===== src/hdl/dmxpfa_pkg.sv =====
// Shared types, codes and sizes for the DMX universe to pixel frame assembler.
package dmxpfa_pkg;

  localparam int CMD_W        = 2;
  localparam int UNIVERSE_W   = 15;
  localparam int CHANNEL_W    = 9;
  localparam int BYTE_W       = 8;
  localparam int PIXEL_IDX_W  = 11;
  localparam int COMPONENT_W  = 2;
  localparam int RESETS_W     = 16;
  localparam int PIXEL_CNT_W  = 12;
  localparam int UCOUNT_W     = 7;
  // universe * 512 + channel for up to 64 universes
  localparam int POS_W        = 15;
  // quotient of a position by three
  localparam int PIX_W        = 14;

  localparam int DEF_MAX_PIXELS    = 2048;
  localparam int DEF_MAX_UNIVERSES = 16;
  localparam int DEF_QUEUE_DEPTH   = 4;

  localparam logic [PIXEL_CNT_W-1:0] PIXEL_COUNT_RESET = 12'd2048;

  typedef enum logic [CMD_W-1:0] {
    CMD_BEGIN = 2'd0,
    CMD_BYTE  = 2'd1,
    CMD_END   = 2'd2
  } cmd_t;

  typedef enum logic {
    KIND_PIXEL = 1'b0,
    KIND_FRAME = 1'b1
  } kind_t;

  // front to back work item
  typedef struct packed {
    kind_t               kind;
    logic [POS_W-1:0]    pos;
    logic [BYTE_W-1:0]   value;
    logic [RESETS_W-1:0] resets;
  } work_t;

endpackage


===== src/hdl/dmxpfa_queue.sv =====
// Short FIFO of work items between front and back.
module dmxpfa_queue
  import dmxpfa_pkg::*;
#(
  parameter int DEPTH = DEF_QUEUE_DEPTH
) (
  input  logic  clk,
  input  logic  rst,
  input  logic  push,
  input  work_t push_item,
  input  logic  pop,
  output work_t head,
  output logic  full,
  output logic  empty
);

  localparam int AW = (DEPTH > 1) ? $clog2(DEPTH) : 1;

  work_t         mem [DEPTH];
  logic [AW-1:0] wr_ptr, rd_ptr;
  logic [AW:0]   count;
  logic          do_push, do_pop;

  assign full    = count == (AW + 1)'(DEPTH);
  assign empty   = count == '0;
  assign do_push = push && !full;
  assign do_pop  = pop && !empty;
  assign head    = mem[rd_ptr];

  always_ff @(posedge clk) begin
    if (do_push) begin
      mem[wr_ptr] <= push_item;
    end
  end

  always_ff @(posedge clk) begin
    if (rst) begin
      wr_ptr <= '0;
      rd_ptr <= '0;
      count  <= '0;
    end else begin
      if (do_push) begin
        wr_ptr <= (wr_ptr == AW'(DEPTH - 1)) ? '0 : wr_ptr + 1'b1;
      end
      if (do_pop) begin
        rd_ptr <= (rd_ptr == AW'(DEPTH - 1)) ? '0 : rd_ptr + 1'b1;
      end
      case ({do_push, do_pop})
        2'b10:   count <= count + 1'b1;
        2'b01:   count <= count - 1'b1;
        default: count <= count;
      endcase
    end
  end

endmodule


===== config.mk =====
export PLATFORM = sky130hd
export DESIGN_NAME = dmxpfa_queue
export DESIGN_NICKNAME = d
export VERILOG_FILES = /design/src/hdl/dmxpfa_pkg.sv /design/src/hdl/dmxpfa_queue.sv
export SDC_FILE = /design/constraint.sdc
export NUM_CORES = 1
export LEC_CHECK = 0
export BUFFER_PORTS_ARGS = -buffer_cell sky130_fd_sc_hd__buf_2
export CORE_ASPECT_RATIO = 1.75
export CORE_MARGIN = 2
export CORE_UTILIZATION = 40
export DETAILED_ROUTE_END_ITERATION = 12
export SLEW_MARGIN = 25
export SYNTH_ARGS = -nofsm -noshare
export SYNTH_HDL_FRONTEND = slang
export SYNTH_SLANG_ARGS = --single-unit

===== constraint.sdc =====
create_clock -name clk -period 4.75 [get_ports clk]
set_input_delay 0.95 -clock clk [delete_from_list [all_inputs] [get_ports clk]]
set_output_delay 0.95 -clock clk [all_outputs]
set_load 0.1 [all_outputs]

* Word-level counts from Yosys, hierarchy flattened
Memory sizes are Yosys's and may differ from the RTL's. A register that Yosys moved wholly into a read port is not among the register bits.
Cells that the tools add are included.
W data, S select, Z words.
** Word-level totals
- Flip-flop bits (word level) :: 7
- Bits in writable memories :: 160
- Memories :: 1
- ROM bits :: 0
- Output and inout port bits :: 42
- Logic and storage cells :: 26
- Latch bits :: 0
- Input port bits :: 44
** Memory list
- mem :: words 4, bits a word 40, rd ports 1, clocked after memory_dff 1, wr ports 1, line dmxpfa_queue.sv:19 : work_t mem [DEPTH];
** Cells by class
- Div/mod/pow operators :: 0
- Reductions and logical operators :: 6
- Equal/unequal tests :: 5
- $lt $le $gt $ge :: 0
- Shift-type cells :: 0
- Muxes and demuxes :: 7
- $mul :: 0
- Bitwise logic cells :: 0
- Add/subtract/negate cells :: 4
** Operators with widths (number)
- $mux W2 :: 4
- $eq A2 B2 Y1 const B :: 3
- $pmux W3 S2 :: 1
- $add A2 B1 Y2 const B :: 2
- $add A3 B1 Y3 const B :: 1
- $eq A3 B3 Y1 const B :: 1
- $logic_not A3 Y1 :: 1
- $sub A3 B1 Y3 const B :: 1
- $eq A2 B1 Y1 const B :: 1
- $logic_and A1 B1 Y1 :: 2
- $logic_not A1 Y1 :: 2
- $mux W1 :: 2
- $reduce_bool A2 Y1 :: 1

* Depth between registers and ports, before layout
- Word-level depth :: 5
- Mapped depth :: 10
- Gate-level depth less buffers :: 9

* Worst setup path after synthesis
Ideal clock, no wire load.
- Path type :: register to output
- Start point :: reg count[0]
- End point :: out empty
- Arrival time :: 2.403 ns
- Buffers on the path :: 0
- Stages on the path, launching flop included :: 2
- Required time :: 3.800 ns
- Slack :: 1.397 ns
- Cells stage by stage :: dfxtp_1 > nor3_1
** Between the ends
- Cells in the longest elaborated chain, start to end :: 1
** Ends and longest elaborated chain
- from (decl) :: line dmxpfa_queue.sv:21 : logic [AW:0] count;
- from (signal assigned) :: line dmxpfa_queue.sv:49 : 2'b10: count <= count + 1'b1;
- from (signal assigned) :: line dmxpfa_queue.sv:50 : 2'b01: count <= count - 1'b1;
- from (signal assigned) :: line dmxpfa_queue.sv:51 : default: count <= count;
- $logic_not A3 Y1 :: line dmxpfa_queue.sv:25 : assign empty = count == '0;
- to (decl) :: line dmxpfa_queue.sv:14 : output logic empty
No other way between the ends.

==> results by group <==
GRT
  • Maximum number of pins on one net before global-route repair: 41
  • Number of global-route vias before repair: 3206
  • Wire length of the first global-routing pass: 17200 um
  • Total global routing overflow: 0
  • Antenna violations before repair: 0
  • Total global routing track utilization: 14.0%

Worst setup path
  • Critical-path cell with the highest stage delay: dfxtp_4
  • Startpoint type of the worst setup path: register
  • Critical path peak fanout: 40
  • Length in cells of the worst reg-to-reg path: 9
  • Worst path top cell family by delay: flip-flops
  • Worst Path Required: 3800 ps
  • CP peak stage delay: 910 ps
  • Crit path kind: reg2out
  • Startpoint of the worst register-to-register path: count[2]$_SDFFE_PP0P_
  • Arrival @ worst endpoint: 2270 ps
  • R2R Setup Slk: 2180 ps
  • Worst Path Buf+Inv: 1
  • Destination of the worst register-to-register timing path: count[2]$_SDFFE_PP0P_
  • Kind of capture point of the worst setup path: output pin
  • Critical Path Sink: head[29]
  • Crit. path cell count: 2
  • Cell chain of the critical path: mux4_2 > buf_2

Worst hold path
  • Worst min-delay path category: reg2reg
  • Depth of the worst hold-timing path: 2

STA
  • Highest attainable clock frequency: 310 MHz
  • Share of the clock period used by the worst path after layout: 67.9%
  • Hold Slack: 490 ps
  • Clk_skew: 6.29 ps
  • Time the worst path needs with I/O delays and setup: 3220 ps
  • Setup Total Neg Slack: 0 ps
  • Final hold violation count: 0
  • Relative slew slack: 44.0%
  • Setup violations, final: 0
  • Slew at the pin closest to its max-slew limit: 840 ps
  • Final critical-path setup slack: 1530 ps
  • Pins Over Slew Limit: 0
  • Setup repair after global routing missed its margin: no

Floorplan
  • Die X: 98.5 um
  • Initial Utilization: 40.8%
  • Floorplan row count: 60
  • Die Area: 16700 um^2
  • Height of the die: 169 um
  • Ports: 86
  • Core region area: 15300 um^2

Power and ir drop
  • Pwr/cell area: 657 nW/um^2
  • Static Leak: 2.52 nW
  • Largest voltage drop on the vdd net: 432 uV
  • Final Total Pwr: 4.89 mW

Clock network
  • Setup bufs post-CTS: 0
  • Hold buffers post-CTS: 0
  • CTS H-Tree Depth: 4
  • CTS tree: built
  • Latest clock arrival within the worst-skew pair: 420 ps
  • Root Buffer: clkbuf_16
  • Register clock-pin slew on the reported worst setup and hold paths: 60 ps
  • Worst-case clock buffer depth: 2
  • Cts repair resizes: 0
  • Total clock sinks: 169
  • CTS buffer count: 17

Synthesis
  • Number of flops mapped to enable cells by yosys: 160
  • Cell area after synthesis: 6250 um^2
  • Number of library cell types mapped by synthesis: 27
  • Most numerous cell in the Yosys netlist: edfxtp_1
  • Area share of the largest cell type after synthesis: 76.8%
  • Share of synthesized flip-flops with an asynchronous set or reset: 0%
  • Most common library cells after synthesis: 160 x edfxtp_1, 40 x mux4_2, 9 x dfxtp_1
  • Avg Cell Area, Syn: 23.8 um^2
  • Yosys warnings: 0
  • Cells taking the most area after synthesis: edfxtp_1 77%, mux4_2 14%, dfxtp_1 2.9%
  • Most common flop cell mapped by yosys: edfxtp_1
  • Register area share after synthesis: 79.7%
  • Syn nets: 314
  • Post-synthesis cell type with the largest combined area: edfxtp_1
  • Synthesized instance count: 263
  • Number of flip-flops and latches in the synthesized netlist: 169

Finish
  • Share of cells above drive strength 1: 44.7%
  • Storage cell area: 4990 um^2
  • Final core utilization: 48.6%
  • Area occupied by multi-input gates: 1190 um^2
  • Final #Nets: 407
  • Post-route cell area: 7440 um^2
  • Syn-to-layout area delta: 18.9%
  • # fillers: 1310
  • Non-filler instance count after layout: 556

Placement
  • Worst slack at placement: 1890 ps
  • Buffers added on ports: 85
  • Standard cell area after detailed placement: 6870 um^2
  • Number of placed instances with taps included: 523
  • Routability congestion estimate from global placement: 0.687
  • HPWL after detailed placement: 6500 um

Detailed routing
  • Vias after detailed routing: 2880
  • Per-cell via count in the routed design: 5.18
  • Total iterations of the first detailed-routing run: 4
  • Wirelength, routed: 11100 um
  • Wire length per cell: 19.9 um
  • Initial detailed-routing violation count: 139
  • Detailed-route DRC error count: 0
  • Count of antenna-violating nets left after detailed routing: 0

Outcome
  • Status: finished, final reports clean

Job
  • Number of max-capacitance violations reported: 0
final cells by class:
class                   instances  share of cell area, %
flip-flops and latches        169                   67.1
well taps                     186                   3.13
clock buffers                  17                   5.72
repair buffers                 85                   5.72
multi-input cells              75                   16.0
diodes                          1                 0.0336
inverters                       8                  0.404
clock inverters                15                   1.87
power breakdown:
group | switching (mW) | internal, mW
logic | 1.31 | 0.360
registers | 0.133 | 1.79
clock network | 0.606 | 0.692
total | 2.05 | 2.84
placed cells by master, fill, tap and decap left out, drive strengths merged:
master,Yosys,layout
and2,1,1
xor2,2,2
nand3,2,2
or3b,1,1
mux2i,1,1
nor2,4,4
clkinvlp,0,3
o21ai,1,1
dfxtp,9,9
fa,1,1
or3,2,2
a21oi,4,4
a21o,1,1
nor3,2,2
ha,6,6
and3,4,4
clkinv,0,5
diode,0,1
inv,8,15
clkbuf,2,17
nand2,1,1
mux4,40,40
o31ai,2,2
buf,9,85
edfxtp,160,160
cell families after synthesis:
logic type                 share of synthesized area [%]
AOI/OAI and AO/OA                                  0.840
and+or+nand+nor                                     1.58
muxes                                               14.6
DFF                                                 79.7
buffers and inverters                               1.50
adders and majority gates                           1.52
xor gates and xnor gates                           0.280
registers in the layout, summed over array words and instances, names as in the netlist, named ones only:
name,flops
mem,160
count,3
rd_ptr,2
wr_ptr,2
layer usage:
| metal | track usage, % | up-vias | wire [um] | part of all wire (%) |
|---|---|---|---|---|
| met2 | 25.2 | 69 | 6180 | 56 |
| met1 | 15.6 | 1500 | 4200 | 38 |
| met4 | 6.19 | 0 | 260 | 2.4 |
| li1 | - | 1289 | - | - |
| met3 | 3.46 | 22 | 421 | 3.8 |
| met5 | 0 | - | 0 | 0 |
worst register-to-register path, cell delays in order, from the launching register on:
cell     delay, ps
dfxtp_1        380
or3b_1         510
and2_4         220
inv_1           50
ha_1           180
inv_1           60
fa_1           370
xor2_1         150
or3_2          410
a21oi_1        160
how the worst min path moves through the flow:
stage | from | end | slack [ps]
after CTS | rd_ptr[0]$_SDFFE_PP0P_ | register | 490
after floorplan | rd_ptr[0]$_SDFFE_PP0P_ | register | 460
after global routing | rd_ptr[0]$_SDFFE_PP0P_ | register | 520
final | rd_ptr[0]$_SDFFE_PP0P_ | register | 490
after detailed placement | rd_ptr[0]$_SDFFE_PP0P_ | register | 480
after global placement | rd_ptr[0]$_SDFFE_PP0P_ | register | 480
(Power assumes the default switching activity.)
